## src/sv/dcts_pkg.sv

```systemverilog
package dcts_pkg;

	localparam int HASH_W = 64;
	localparam int INST_W = 32;
	localparam int COND_W = 6;
	localparam int MAP_W  = 32;
	localparam int EXEC_W = 64;
	localparam int OP_W   = 2;

	// event kinds; the fourth code is ignored
	typedef enum logic [OP_W-1:0] {
		OP_BEGIN    = 2'd0,
		OP_COND     = 2'd1,
		OP_COMPLETE = 2'd2
	} op_t;

	typedef enum logic {
		ST_IDLE,
		ST_UPDATE
	} state_t;

	typedef struct packed {
		logic capture;
		logic apply;
	} cmd_t;

	typedef struct packed {
		logic stall;
	} status_t;

endpackage

```

## src/sv/dcts_ifs.sv

```systemverilog
interface dcts_in_if;
	logic                       valid;
	logic                       ready;
	logic [dcts_pkg::OP_W-1:0]   opcode;
	logic [dcts_pkg::HASH_W-1:0] decision_hash;
	logic [dcts_pkg::INST_W-1:0] instance_index;
	logic [dcts_pkg::COND_W-1:0] cond_number;
	logic                       bit_value;

	modport source (
		output valid, opcode, decision_hash, instance_index, cond_number, bit_value,
		input  ready
	);
	modport sink (
		input  valid, opcode, decision_hash, instance_index, cond_number, bit_value,
		output ready
	);
endinterface

interface dcts_out_if;
	logic                       valid;
	logic                       ready;
	logic [dcts_pkg::HASH_W-1:0] logical_id;
	logic [dcts_pkg::HASH_W-1:0] physical_id;
	logic [dcts_pkg::EXEC_W-1:0] execution_number;
	logic [dcts_pkg::MAP_W-1:0]  evaluated_bits;
	logic [dcts_pkg::MAP_W-1:0]  value_bits;
	logic                       outcome;

	modport source (
		output valid, logical_id, physical_id, execution_number, evaluated_bits,
		       value_bits, outcome,
		input  ready
	);
	modport sink (
		input  valid, logical_id, physical_id, execution_number, evaluated_bits,
		       value_bits, outcome,
		output ready
	);
endinterface

```

## src/sv/dcts_ctrl.sv

```systemverilog
module dcts_ctrl (
	input  logic              clk,
	input  logic              arst_n,
	input  logic              in_valid,
	output logic              in_ready,
	input  dcts_pkg::status_t status,
	output dcts_pkg::cmd_t    cmd
);

	dcts_pkg::state_t state_q;
	dcts_pkg::state_t state_d;

	always_ff @(posedge clk or negedge arst_n) begin
		if (!arst_n) begin
			state_q <= dcts_pkg::ST_IDLE;
		end else begin
			state_q <= state_d;
		end
	end

	always_comb begin
		state_d = state_q;
		case (state_q)
			dcts_pkg::ST_IDLE: begin
				if (in_valid) begin
					state_d = dcts_pkg::ST_UPDATE;
				end
			end
			dcts_pkg::ST_UPDATE: begin
				if (!status.stall) begin
					state_d = dcts_pkg::ST_IDLE;
				end
			end
			default: state_d = dcts_pkg::ST_IDLE;
		endcase
	end

	always_comb begin
		in_ready    = 1'b0;
		cmd.capture = 1'b0;
		cmd.apply   = 1'b0;
		case (state_q)
			dcts_pkg::ST_IDLE: begin
				in_ready    = 1'b1;
				cmd.capture = in_valid;
			end
			dcts_pkg::ST_UPDATE: begin
				// hold while a new record cannot enter the output register
				cmd.apply = !status.stall;
			end
			default: begin
				in_ready = 1'b0;
			end
		endcase
	end

endmodule

```

## src/sv/dcts_datapath.sv

```systemverilog
module dcts_datapath #(
	parameter int STACK_DEPTH = 16,
	parameter int MAX_CONDS   = 32
) (
	input  logic                        clk,
	input  logic                        arst_n,
	input  dcts_pkg::cmd_t              cmd,
	output dcts_pkg::status_t           status,
	input  logic [dcts_pkg::OP_W-1:0]   opcode,
	input  logic [dcts_pkg::HASH_W-1:0] decision_hash,
	input  logic [dcts_pkg::INST_W-1:0] instance_index,
	input  logic [dcts_pkg::COND_W-1:0] cond_number,
	input  logic                        bit_value,
	output logic                        out_valid,
	input  logic                        out_ready,
	output logic [dcts_pkg::HASH_W-1:0] logical_id,
	output logic [dcts_pkg::HASH_W-1:0] physical_id,
	output logic [dcts_pkg::EXEC_W-1:0] execution_number,
	output logic [dcts_pkg::MAP_W-1:0]  evaluated_bits,
	output logic [dcts_pkg::MAP_W-1:0]  value_bits,
	output logic                        outcome
);

	localparam int LVL_W = $clog2(STACK_DEPTH + 1);
	localparam int IDX_W = (STACK_DEPTH > 1) ? $clog2(STACK_DEPTH) : 1;
	localparam int HW    = dcts_pkg::HASH_W;
	localparam int IW    = dcts_pkg::INST_W;
	localparam int CW    = dcts_pkg::COND_W;

	// stack storage
	logic [HW-1:0]          ent_hash_q [STACK_DEPTH];
	logic [IW-1:0]          ent_inst_q [STACK_DEPTH];
	logic [MAX_CONDS-1:0]   ent_eval_q [STACK_DEPTH];
	logic [MAX_CONDS-1:0]   ent_vals_q [STACK_DEPTH];
	logic [STACK_DEPTH-1:0] active_q;
	logic [LVL_W-1:0]       level_q;
	logic [dcts_pkg::EXEC_W-1:0] exec_q;

	// captured item and match results
	logic [dcts_pkg::OP_W-1:0] op_q;
	logic [HW-1:0]          ev_hash_q;
	logic [IW-1:0]          ev_inst_q;
	logic [CW-1:0]          ev_cond_q;
	logic                   ev_val_q;
	logic [STACK_DEPTH-1:0] hit_q;
	logic                   top_ok_q;

	logic [STACK_DEPTH-1:0] hit_d;
	logic [STACK_DEPTH-1:0] is_top;
	logic                   top_ok_d;
	logic                   found;
	logic [IDX_W-1:0]       hit_idx;
	logic                   hit_is_top;
	logic                   emit;
	logic                   cond_ok;
	logic                   full;
	logic [dcts_pkg::MAP_W-1:0] rd_eval;
	logic [dcts_pkg::MAP_W-1:0] rd_vals;
	logic                   out_valid_q;

	// compare every entry against the incoming item
	always_comb begin
		top_ok_d = 1'b0;
		for (int i = 0; i < STACK_DEPTH; i++) begin
			is_top[i] = (LVL_W'(i + 1) == level_q);
			hit_d[i]  = active_q[i] && (ent_hash_q[i] == decision_hash) &&
			            (ent_inst_q[i] == instance_index);
			if (is_top[i] && active_q[i] && (ent_hash_q[i] == decision_hash)) begin
				top_ok_d = 1'b1;
			end
		end
	end

	always_ff @(posedge clk) begin
		if (cmd.capture) begin
			op_q      <= opcode;
			ev_hash_q <= decision_hash;
			ev_inst_q <= instance_index;
			ev_cond_q <= cond_number;
			ev_val_q  <= bit_value;
			hit_q     <= hit_d;
			top_ok_q  <= top_ok_d;
		end
	end

	// highest matching entry wins
	always_comb begin
		found   = 1'b0;
		hit_idx = '0;
		for (int i = 0; i < STACK_DEPTH; i++) begin
			if (hit_q[i]) begin
				found   = 1'b1;
				hit_idx = IDX_W'(i);
			end
		end
	end

	assign hit_is_top = (LVL_W'(hit_idx) + LVL_W'(1)) == level_q;
	assign emit       = (op_q == dcts_pkg::OP_COMPLETE) && found;
	assign cond_ok    = ev_cond_q < CW'(MAX_CONDS);
	assign full       = level_q == LVL_W'(STACK_DEPTH);
	assign status.stall = emit && out_valid_q && !out_ready;

	always_comb begin
		rd_eval = '0;
		rd_vals = '0;
		rd_eval[MAX_CONDS-1:0] = ent_eval_q[hit_idx];
		rd_vals[MAX_CONDS-1:0] = ent_vals_q[hit_idx];
	end

	always_ff @(posedge clk) begin
		for (int i = 0; i < STACK_DEPTH; i++) begin
			if (cmd.apply) begin
				case (op_q)
					dcts_pkg::OP_BEGIN: begin
						if (!full && (LVL_W'(i) == level_q)) begin
							ent_hash_q[i] <= ev_hash_q;
							ent_inst_q[i] <= ev_inst_q;
							ent_eval_q[i] <= '0;
							ent_vals_q[i] <= '0;
						end
					end
					dcts_pkg::OP_COND: begin
						if (top_ok_q && cond_ok && is_top[i]) begin
							for (int j = 0; j < MAX_CONDS; j++) begin
								if (ev_cond_q == CW'(j)) begin
									ent_eval_q[i][j] <= 1'b1;
									ent_vals_q[i][j] <= ev_val_q;
								end
							end
						end
					end
					default: begin
					end
				endcase
			end
		end
	end

	always_ff @(posedge clk or negedge arst_n) begin
		if (!arst_n) begin
			active_q <= '0;
			level_q  <= '0;
			exec_q   <= dcts_pkg::EXEC_W'(1);
		end else if (cmd.apply) begin
			case (op_q)
				dcts_pkg::OP_BEGIN: begin
					if (!full) begin
						for (int i = 0; i < STACK_DEPTH; i++) begin
							if (LVL_W'(i) == level_q) begin
								active_q[i] <= 1'b1;
							end
						end
						level_q <= level_q + LVL_W'(1);
					end
				end
				dcts_pkg::OP_COMPLETE: begin
					if (found) begin
						active_q[hit_idx] <= 1'b0;
						exec_q <= exec_q + dcts_pkg::EXEC_W'(1);
						if (hit_is_top) begin
							level_q <= level_q - LVL_W'(1);
						end
					end
				end
				default: begin
				end
			endcase
		end
	end

	always_ff @(posedge clk or negedge arst_n) begin
		if (!arst_n) begin
			out_valid_q <= 1'b0;
		end else if (cmd.apply && emit) begin
			out_valid_q <= 1'b1;
		end else if (out_ready) begin
			out_valid_q <= 1'b0;
		end
	end

	always_ff @(posedge clk) begin
		if (cmd.apply && emit) begin
			logical_id       <= ev_hash_q;
			physical_id      <= {ev_inst_q, {(HW - IW){1'b0}}} ^ ev_hash_q;
			execution_number <= exec_q;
			evaluated_bits   <= rd_eval;
			value_bits       <= rd_vals;
			outcome          <= ev_val_q;
		end
	end

	assign out_valid = out_valid_q;

endmodule

```

## src/sv/decision_coverage_trace_stack.sv

```systemverilog
// A record enters the output register when the update state applies a matching complete item.
// Items are taken one at a time: idle registers a parallel compare of the item against every
//   stack entry, and the update state resolves the top-most match and updates the stack.
// The update cycle waits only while a record is due and the output register is still full.
// Reset (arst_n, asynchronous, active low) empties the stack, clears all active marks,
//   sets the execution count to one and drops the output valid; entry data is not cleared.
module decision_coverage_trace_stack #(
	parameter int STACK_DEPTH = 16,
	parameter int MAX_CONDS   = 32
) (
	input logic       clk,
	input logic       arst_n,
	dcts_in_if.sink   in_ch,
	dcts_out_if.source out_ch
);

	dcts_pkg::cmd_t    cmd;
	dcts_pkg::status_t status;

	// Controller: two states. Idle takes an item (ready is high) and fires the capture
	// command, which latches the payload and the per-entry match vector. Update fires
	// the apply command once no stall is signalled; it pushes, marks a condition, or retires a context.
	dcts_ctrl u_ctrl (
		.clk      (clk),
		.arst_n   (arst_n),
		.in_valid (in_ch.valid),
		.in_ready (in_ch.ready),
		.status   (status),
		.cmd      (cmd)
	);

	// Datapath: the entry registers, the compare and priority logic, the execution
	// counter and the output register. A record waiting in the output register does not
	// block the next item; only a second record due before the first is taken stalls.
	dcts_datapath #(
		.STACK_DEPTH (STACK_DEPTH),
		.MAX_CONDS   (MAX_CONDS)
	) u_dp (
		.clk              (clk),
		.arst_n           (arst_n),
		.cmd              (cmd),
		.status           (status),
		.opcode           (in_ch.opcode),
		.decision_hash    (in_ch.decision_hash),
		.instance_index   (in_ch.instance_index),
		.cond_number      (in_ch.cond_number),
		.bit_value        (in_ch.bit_value),
		.out_valid        (out_ch.valid),
		.out_ready        (out_ch.ready),
		.logical_id       (out_ch.logical_id),
		.physical_id      (out_ch.physical_id),
		.execution_number (out_ch.execution_number),
		.evaluated_bits   (out_ch.evaluated_bits),
		.value_bits       (out_ch.value_bits),
		.outcome          (out_ch.outcome)
	);

endmodule

```

## src/flat_wrapper.sv

```systemverilog
// flat-port wrapper written by rule: the top's interface ports become plain ports
module decision_coverage_trace_stack_flat 
#(
	parameter int STACK_DEPTH = 16,
	parameter int MAX_CONDS   = 32
)
  (clk, arst_n, in_ch_valid, in_ch_opcode, in_ch_decision_hash, in_ch_instance_index, in_ch_cond_number, in_ch_bit_value, in_ch_ready, out_ch_valid, out_ch_logical_id, out_ch_physical_id, out_ch_execution_number, out_ch_evaluated_bits, out_ch_value_bits, out_ch_outcome, out_ch_ready);
  dcts_in_if in_ch_i ();
  dcts_out_if out_ch_i ();
  input logic clk;
  input logic arst_n;
  input wire logic [$bits(in_ch_i.valid)-1:0] in_ch_valid;
  input wire logic [$bits(in_ch_i.opcode)-1:0] in_ch_opcode;
  input wire logic [$bits(in_ch_i.decision_hash)-1:0] in_ch_decision_hash;
  input wire logic [$bits(in_ch_i.instance_index)-1:0] in_ch_instance_index;
  input wire logic [$bits(in_ch_i.cond_number)-1:0] in_ch_cond_number;
  input wire logic [$bits(in_ch_i.bit_value)-1:0] in_ch_bit_value;
  output wire logic [$bits(in_ch_i.ready)-1:0] in_ch_ready;
  output wire logic [$bits(out_ch_i.valid)-1:0] out_ch_valid;
  output wire logic [$bits(out_ch_i.logical_id)-1:0] out_ch_logical_id;
  output wire logic [$bits(out_ch_i.physical_id)-1:0] out_ch_physical_id;
  output wire logic [$bits(out_ch_i.execution_number)-1:0] out_ch_execution_number;
  output wire logic [$bits(out_ch_i.evaluated_bits)-1:0] out_ch_evaluated_bits;
  output wire logic [$bits(out_ch_i.value_bits)-1:0] out_ch_value_bits;
  output wire logic [$bits(out_ch_i.outcome)-1:0] out_ch_outcome;
  input wire logic [$bits(out_ch_i.ready)-1:0] out_ch_ready;
  assign in_ch_i.valid = in_ch_valid;
  assign in_ch_i.opcode = in_ch_opcode;
  assign in_ch_i.decision_hash = in_ch_decision_hash;
  assign in_ch_i.instance_index = in_ch_instance_index;
  assign in_ch_i.cond_number = in_ch_cond_number;
  assign in_ch_i.bit_value = in_ch_bit_value;
  assign in_ch_ready = in_ch_i.ready;
  assign out_ch_valid = out_ch_i.valid;
  assign out_ch_logical_id = out_ch_i.logical_id;
  assign out_ch_physical_id = out_ch_i.physical_id;
  assign out_ch_execution_number = out_ch_i.execution_number;
  assign out_ch_evaluated_bits = out_ch_i.evaluated_bits;
  assign out_ch_value_bits = out_ch_i.value_bits;
  assign out_ch_outcome = out_ch_i.outcome;
  assign out_ch_i.ready = out_ch_ready;
  decision_coverage_trace_stack #(.STACK_DEPTH(STACK_DEPTH), .MAX_CONDS(MAX_CONDS)) u_core (.clk(clk), .arst_n(arst_n), .in_ch(in_ch_i), .out_ch(out_ch_i));
endmodule
```

## config.mk

```make
export PLATFORM = sky130hd
export DESIGN_NAME = decision_coverage_trace_stack_flat
export DESIGN_NICKNAME = d
export VERILOG_FILES = /design/src/sv/dcts_pkg.sv /design/src/sv/dcts_ifs.sv /design/src/sv/dcts_ctrl.sv /design/src/sv/dcts_datapath.sv /design/src/sv/decision_coverage_trace_stack.sv /design/src/flat_wrapper.sv
export SDC_FILE = /design/constraint.sdc
export NUM_CORES = 2
export LEC_CHECK = 0
export BUFFER_PORTS_ARGS = -buffer_cell sky130_fd_sc_hd__buf_2
export CORE_MARGIN = 3
export CORE_UTILIZATION = 56
export DETAILED_ROUTE_END_ITERATION = 8
export HOLD_SLACK_MARGIN = 0.08
export PLACE_DENSITY_LB_ADDON = 0.2
export SYNTH_ARGS = -nofsm -noshare
export SYNTH_HDL_FRONTEND = slang
export SYNTH_HIERARCHICAL = 1
export SYNTH_SLANG_ARGS = --single-unit
```

## constraint.sdc

```tcl
create_clock -name clk -period 5.82 [get_ports clk]
set_input_delay 0.291 -clock clk [delete_from_list [all_inputs] [get_ports clk]]
set_output_delay 0.291 -clock clk [all_outputs]
set_load 0.005 [all_outputs]
```

* Yosys cells after proc, flatten, opt, wreduce, memory -nomap -nowiden *
Memory sizes are Yosys's and may differ from the RTL's. A register that Yosys moved wholly into a read port is not among the register bits.
Index checks and enable logic that the tools add are counted.

storage, ports and cells
  register bits after elaboration = 402
  bits in writable memories = 2,560
  input port bits = 109
  memories = 4

memory list
  name                    words  bits a word  read ports  clocked after Yosys merged registers in  write ports  RTL line             text
  u_core.u_dp.ent_hash_q  16     64           16          0                                        1            dcts_datapath.sv:31  logic [HW-1:0] ent_hash_q [STACK_DEPTH];
  u_core.u_dp.ent_eval_q  16     32           1           1                                        1            dcts_datapath.sv:33  logic [MAX_CONDS-1:0] ent_eval_q [STACK_DEPTH];
  u_core.u_dp.ent_inst_q  16     32           16          0                                        1            dcts_datapath.sv:32  logic [IW-1:0] ent_inst_q [STACK_DEPTH];
  u_core.u_dp.ent_vals_q  16     32           1           1                                        1            dcts_datapath.sv:34  logic [MAX_CONDS-1:0] ent_vals_q [STACK_DEPTH];

operators by class
  add/subtract/negate cells = 4
  $lt $le $gt $ge = 3
  equal/unequal tests = 102
  multiplexer cells = 3,413
  bitwise gates (word level) = 1,028
  reduce and logical (&&, ||, !) cells = 189

operator list
  kind                     count
  $mux W1                  3,240
  $mux W32                 75
  $reduce_or A32 Y1        45
  $eq A64 B64 Y1           16
  $or A1 B1 Y1             1,024
  $mux W64                 15
  $reduce_or A64 Y1        15
  $eq A32 B32 Y1           16
  $mux W4                  74
  $logic_and A1 B1 Y1      102
  $eq A6 B5 Y1 const B     16
  $reduce_and A5 Y1        17
  $add A64 B1 Y64 const B  1
  $xor A64 B64 Y64         1
  $eq A6 B4 Y1 const B     8
  $eq A4 B5 Y1 const A     8
  $ne A2 B2 Y1 const B     19
  $mux W16                 2
  $pmux W16 S2             1
  $eq A6 B3 Y1 const B     4
  $eq A3 B5 Y1 const A     4
  $and A16 B16 Y16         1
  $not A16 Y16             1
  $mux W5                  3
  26 further kinds         31

* Depth between registers and ports, before layout *
  depth in word-level cells = 40
  mapped depth = 15

* By module *
The synthesis kept the hierarchy.

modules (own cells, without submodules)
  module         instances  cells an instance  area each (µm²)  sequential area each (µm²)
  dcts_datapath  1          8,814              127,340.9        89,126.7
  dcts_ctrl      1          5                  57.6             25.0

* Least setup slack after synthesis *
OpenSTA, ideal clock, no wires.

  path type = flip-flop to flip-flop
  start = register u_core.u_dp.hit_q[9]
  end = register u_core/u_dp/exec_q[63] (netlist bit)
  setup time = 0.079 ns
  arrival time = 5.644 ns
  path slack = 0.097 ns
  stages on the path, launching flop included = 14
  clock period less this slack = 5.723 ns
  cell sequence = edfxtp_1 nor4_1 nand4_1 nor4b_1 nor2b_1 and2_1 nand2_1 inv_2 and3_1 clkbuf_1 and3_1 nand2_1 nor3_1 xor2_1

RTL lines
  element                   RTL line              text
  start: declaration        dcts_datapath.sv:45   logic [STACK_DEPTH-1:0] hit_q;
  start signal: assignment  dcts_datapath.sv:81   hit_q <= hit_d;
  end signal: assignment    dcts_datapath.sv:144  exec_q <= dcts_pkg::EXEC_W'(1);
  end signal: assignment    dcts_datapath.sv:160  exec_q <= exec_q + dcts_pkg::EXEC_W'(1);
  end: declaration          dcts_datapath.sv:37   logic [dcts_pkg::EXEC_W-1:0] exec_q;

==> results_dict.tcl <==
set metrics [dict create \
    status "complete, but fails checks" \
    violations "DRC" \
    yosysWarnings 6 \
    max_slew.worst_pin.slew_ns 1.432 \
    hpwl_mm 268.3 \
    wire_per_inst_um 37.07 \
    drive_above_1_share_pct 14.60 \
    core_um2 225500 \
    setup_ws_ns 0.1980 \
    worst-setup-path-type "flip-flop to flip-flop" \
    synth_edf_count 2875 \
    grt_pass1_vias 80861 \
    final_max_slew_viol_count 0 \
    r2r_cells 9 \
    synth_top_family_by_area "XOR/XNOR gates" \
    startpoint_type "flip-flop" \
    multi_input_area_um2 35120 \
    required_ns 6.39 \
    setup_violations 0 \
    synth.distinct_cells 72 \
    hold_viol_final 0 \
    synth-compound-area-share_pct 5.247 \
    antenna_found_initial 52 \
    vias 85665 \
    maxSlewHeadroom_pct 4.302 \
    fmax_mhz 177.9 \
    pwr_density_cell_nw_per_um2 326.3 \
    mostFrequentLayoutCell "edfxtp_1" \
    ant_nets 0 \
    place_congestion 0.9957 \
    hold_path.class "input pin to flip-flop" \
    end_kind "flip-flop" \
    hold_path_depth 2 \
    cts_root_buf "clkbuf_16" \
    grt_use_total_pct 39.13 \
    tritoncts "done" \
    portBuffers 367 \
    via_per_inst 6.883 \
    cts_made_buffers 320 \
    clockBufferDepth 4 \
    synth_area_um2 127400 \
    vdd_drop_max_mv 0.3232 \
    wl_mm 461.3 \
    seq_area_um2 89150 \
    dieArea_um2 233300 \
    ios 368 \
    initial_utilization_pct 56.48 \
    yosys.area_share.simple_pct 9.043 \
    path_max_fanout 30 \
    layout_common_cells "2875 x edfxtp_1, 728 x xnor2_1, 623 x xor2_1" \
    synth_cells 8819 \
    synth_fp_nets 8939 \
    crit_arrival_ns 6.20 \
    rsz0062_at_grt "false" \
    grt_max_degree 256 \
    drt_pre_antenna_iters 9 \
    synthMuxAreaShare_pct 3.589 \
    synthAdderAreaFrac_pct 0.1080 \
    clock-sinks 2994 \
    yosysSeqAreaShare_pct 69.98 \
    htreeDepth 5 \
    die_h_um 483.0 \
    placed_cells 11719 \
    clk_transition_reported_paths_ns 0.06 \
    synth_flop_cell "edfxtp_1" \
    die-width_um 483.0 \
    layout.nets 9270 \
    final_area_um2 143900 \
    skew_ns 0.06389 \
    leakagePower_nw 49.03 \
    row_count 174 \
    grt_pass1_wl_mm 628.4 \
    synthXorXnorAreaFrac_pct 9.288 \
    final_core_utilization_pct 63.81 \
    ys_ff_latch 2994 \
    synthArstFlopShare_pct 2.906 \
    final_cells 12446 \
    syn_avg_cell_area_um2 14.45 \
    cts_setup_buffers 0 \
    period_minus_slack_ns 5.622 \
    maxCapViolCount 0 \
    worstSkewPairLatency_ns 0.97 \
    dpl_worst_slack_ns 0.2624 \
    area_growth_pct 12.97 \
    dpl_cell_area_um2 132700 \
    gr-total-overflow 0 \
    drc 11 \
    nFillCells 16406 \
    drtIter0Drc 15414 \
    setup_tns_ns 0 \
    final.period_utilization_pct 96.60 \
]
==> what timing repair did <==
action | CTS | global route
setup endpoints to repair | 0 | 4
endpoints found under the hold margin | 183 | 0
gates resized for setup | 0 | 2
hold buffers | 101 | 0
==> path summary, 6_finish.rpt <==
kind                                   startpoint                          endpoint  slack (ns)
setup / recovery            u_core/u_dp/hit_q[12]    u_core/u_dp/ent_eval_q[15][29]        0.20
hold / removal               in_ch_cond_number[5]          u_core/u_dp/ev_cond_q[5]        0.13
setup reg to reg            u_core/u_dp/hit_q[12]    u_core/u_dp/ent_eval_q[15][29]        0.20
hold reg to reg            u_core/u_dp/exec_q[62]  u_core/u_dp/execution_number[62]        0.45
max in group asynchronous                  arst_n             u_core/u_dp/exec_q[1]        4.56
min in group asynchronous                  arst_n            u_core/u_dp/exec_q[48]        0.42
==> registers in the layout, indices dropped and copies added (netlist names), 64 cells and up <==
| name | count |
|---|---|
| u_core/u_dp/ent_hash_q | 1024 |
| u_core/u_dp/ent_eval_q | 512 |
| u_core/u_dp/ent_inst_q | 512 |
| u_core/u_dp/ent_vals_q | 512 |
| u_core/u_dp/ev_hash_q | 64 |
| u_core/u_dp/exec_q | 64 |
| u_core/u_dp/execution_number | 64 |
| u_core/u_dp/logical_id | 64 |
==> cells in the mapped netlist (138+ instances only) <==
library cell | n | area share, %
inv_1 | 138 | 0.41
and3_1 | 470 | 2.3
xnor2_1 | 728 | 5.0
mux4_2 | 193 | 3.4
xor2_1 | 623 | 4.3
nand2_1 | 478 | 1.4
nand4_1 | 226 | 1.1
edfxtp_1 | 2875 | 68
o21ai_0 | 577 | 2.3
clkbuf_1 | 626 | 1.8
nor4_1 | 200 | 0.98
nor2_1 | 617 | 1.8
==> cell families after synthesis <==
kind of cell / count (synthesis)
simple gates: 2289
buf+inv: 887
mux: 215
fa+ha+maj: 11
compound gates: 1072
flops: 2994
xor+xnor: 1351
==> stage by stage <==
step / hold WS (ns) / power (mW)
after floorplan: -0.004591 / 25.92
after global placement: 0.2351 / 27.41
after detailed placement: 0.2440 / 27.44
after CTS: 0.08092 / 46.91
after global routing: 0.09544 / 47.95
final: 0.1311 / 46.96
==> area by class of cell <==
class                   instances  share of cell area (%)
diodes                         70                  0.1217
clock buffers                 403                   5.954
clock inverters               153                  0.9667
inverters                     156                  0.4521
multi-input cells            4938                   24.40
flip-flops and latches       2994                   61.94
well taps                    2992                   2.601
repair buffers                740                   3.559
==> routing by layer <==
layer	global-route usage [%]	routed length (µm)	share of wire [%]
met1	51.42	154200	33
met2	58.28	204800	44
met3	11.22	69420	15
met4	23.41	32870	7.1
met5	0	111	0.024
==> critical path, cell delays in order (launching register included) <==
cell,delay (ns)
edfxtp_1,0.47
nor4_1,0.40
buf_4,0.21
nand4_1,0.18
nor4b_1,0.22
nor2b_1,0.17
nor4bb_1,0.88
and2_1,1.13
nand2_1,0.97
o21ai_0,0.59
==> power breakdown <==
part	switching, mW	internal, mW
Clock	8.29	11.5
Combinational	2.19	0.915
Sequential	0.308	23.8
Note: power is estimated with default switching activity, not from simulation.
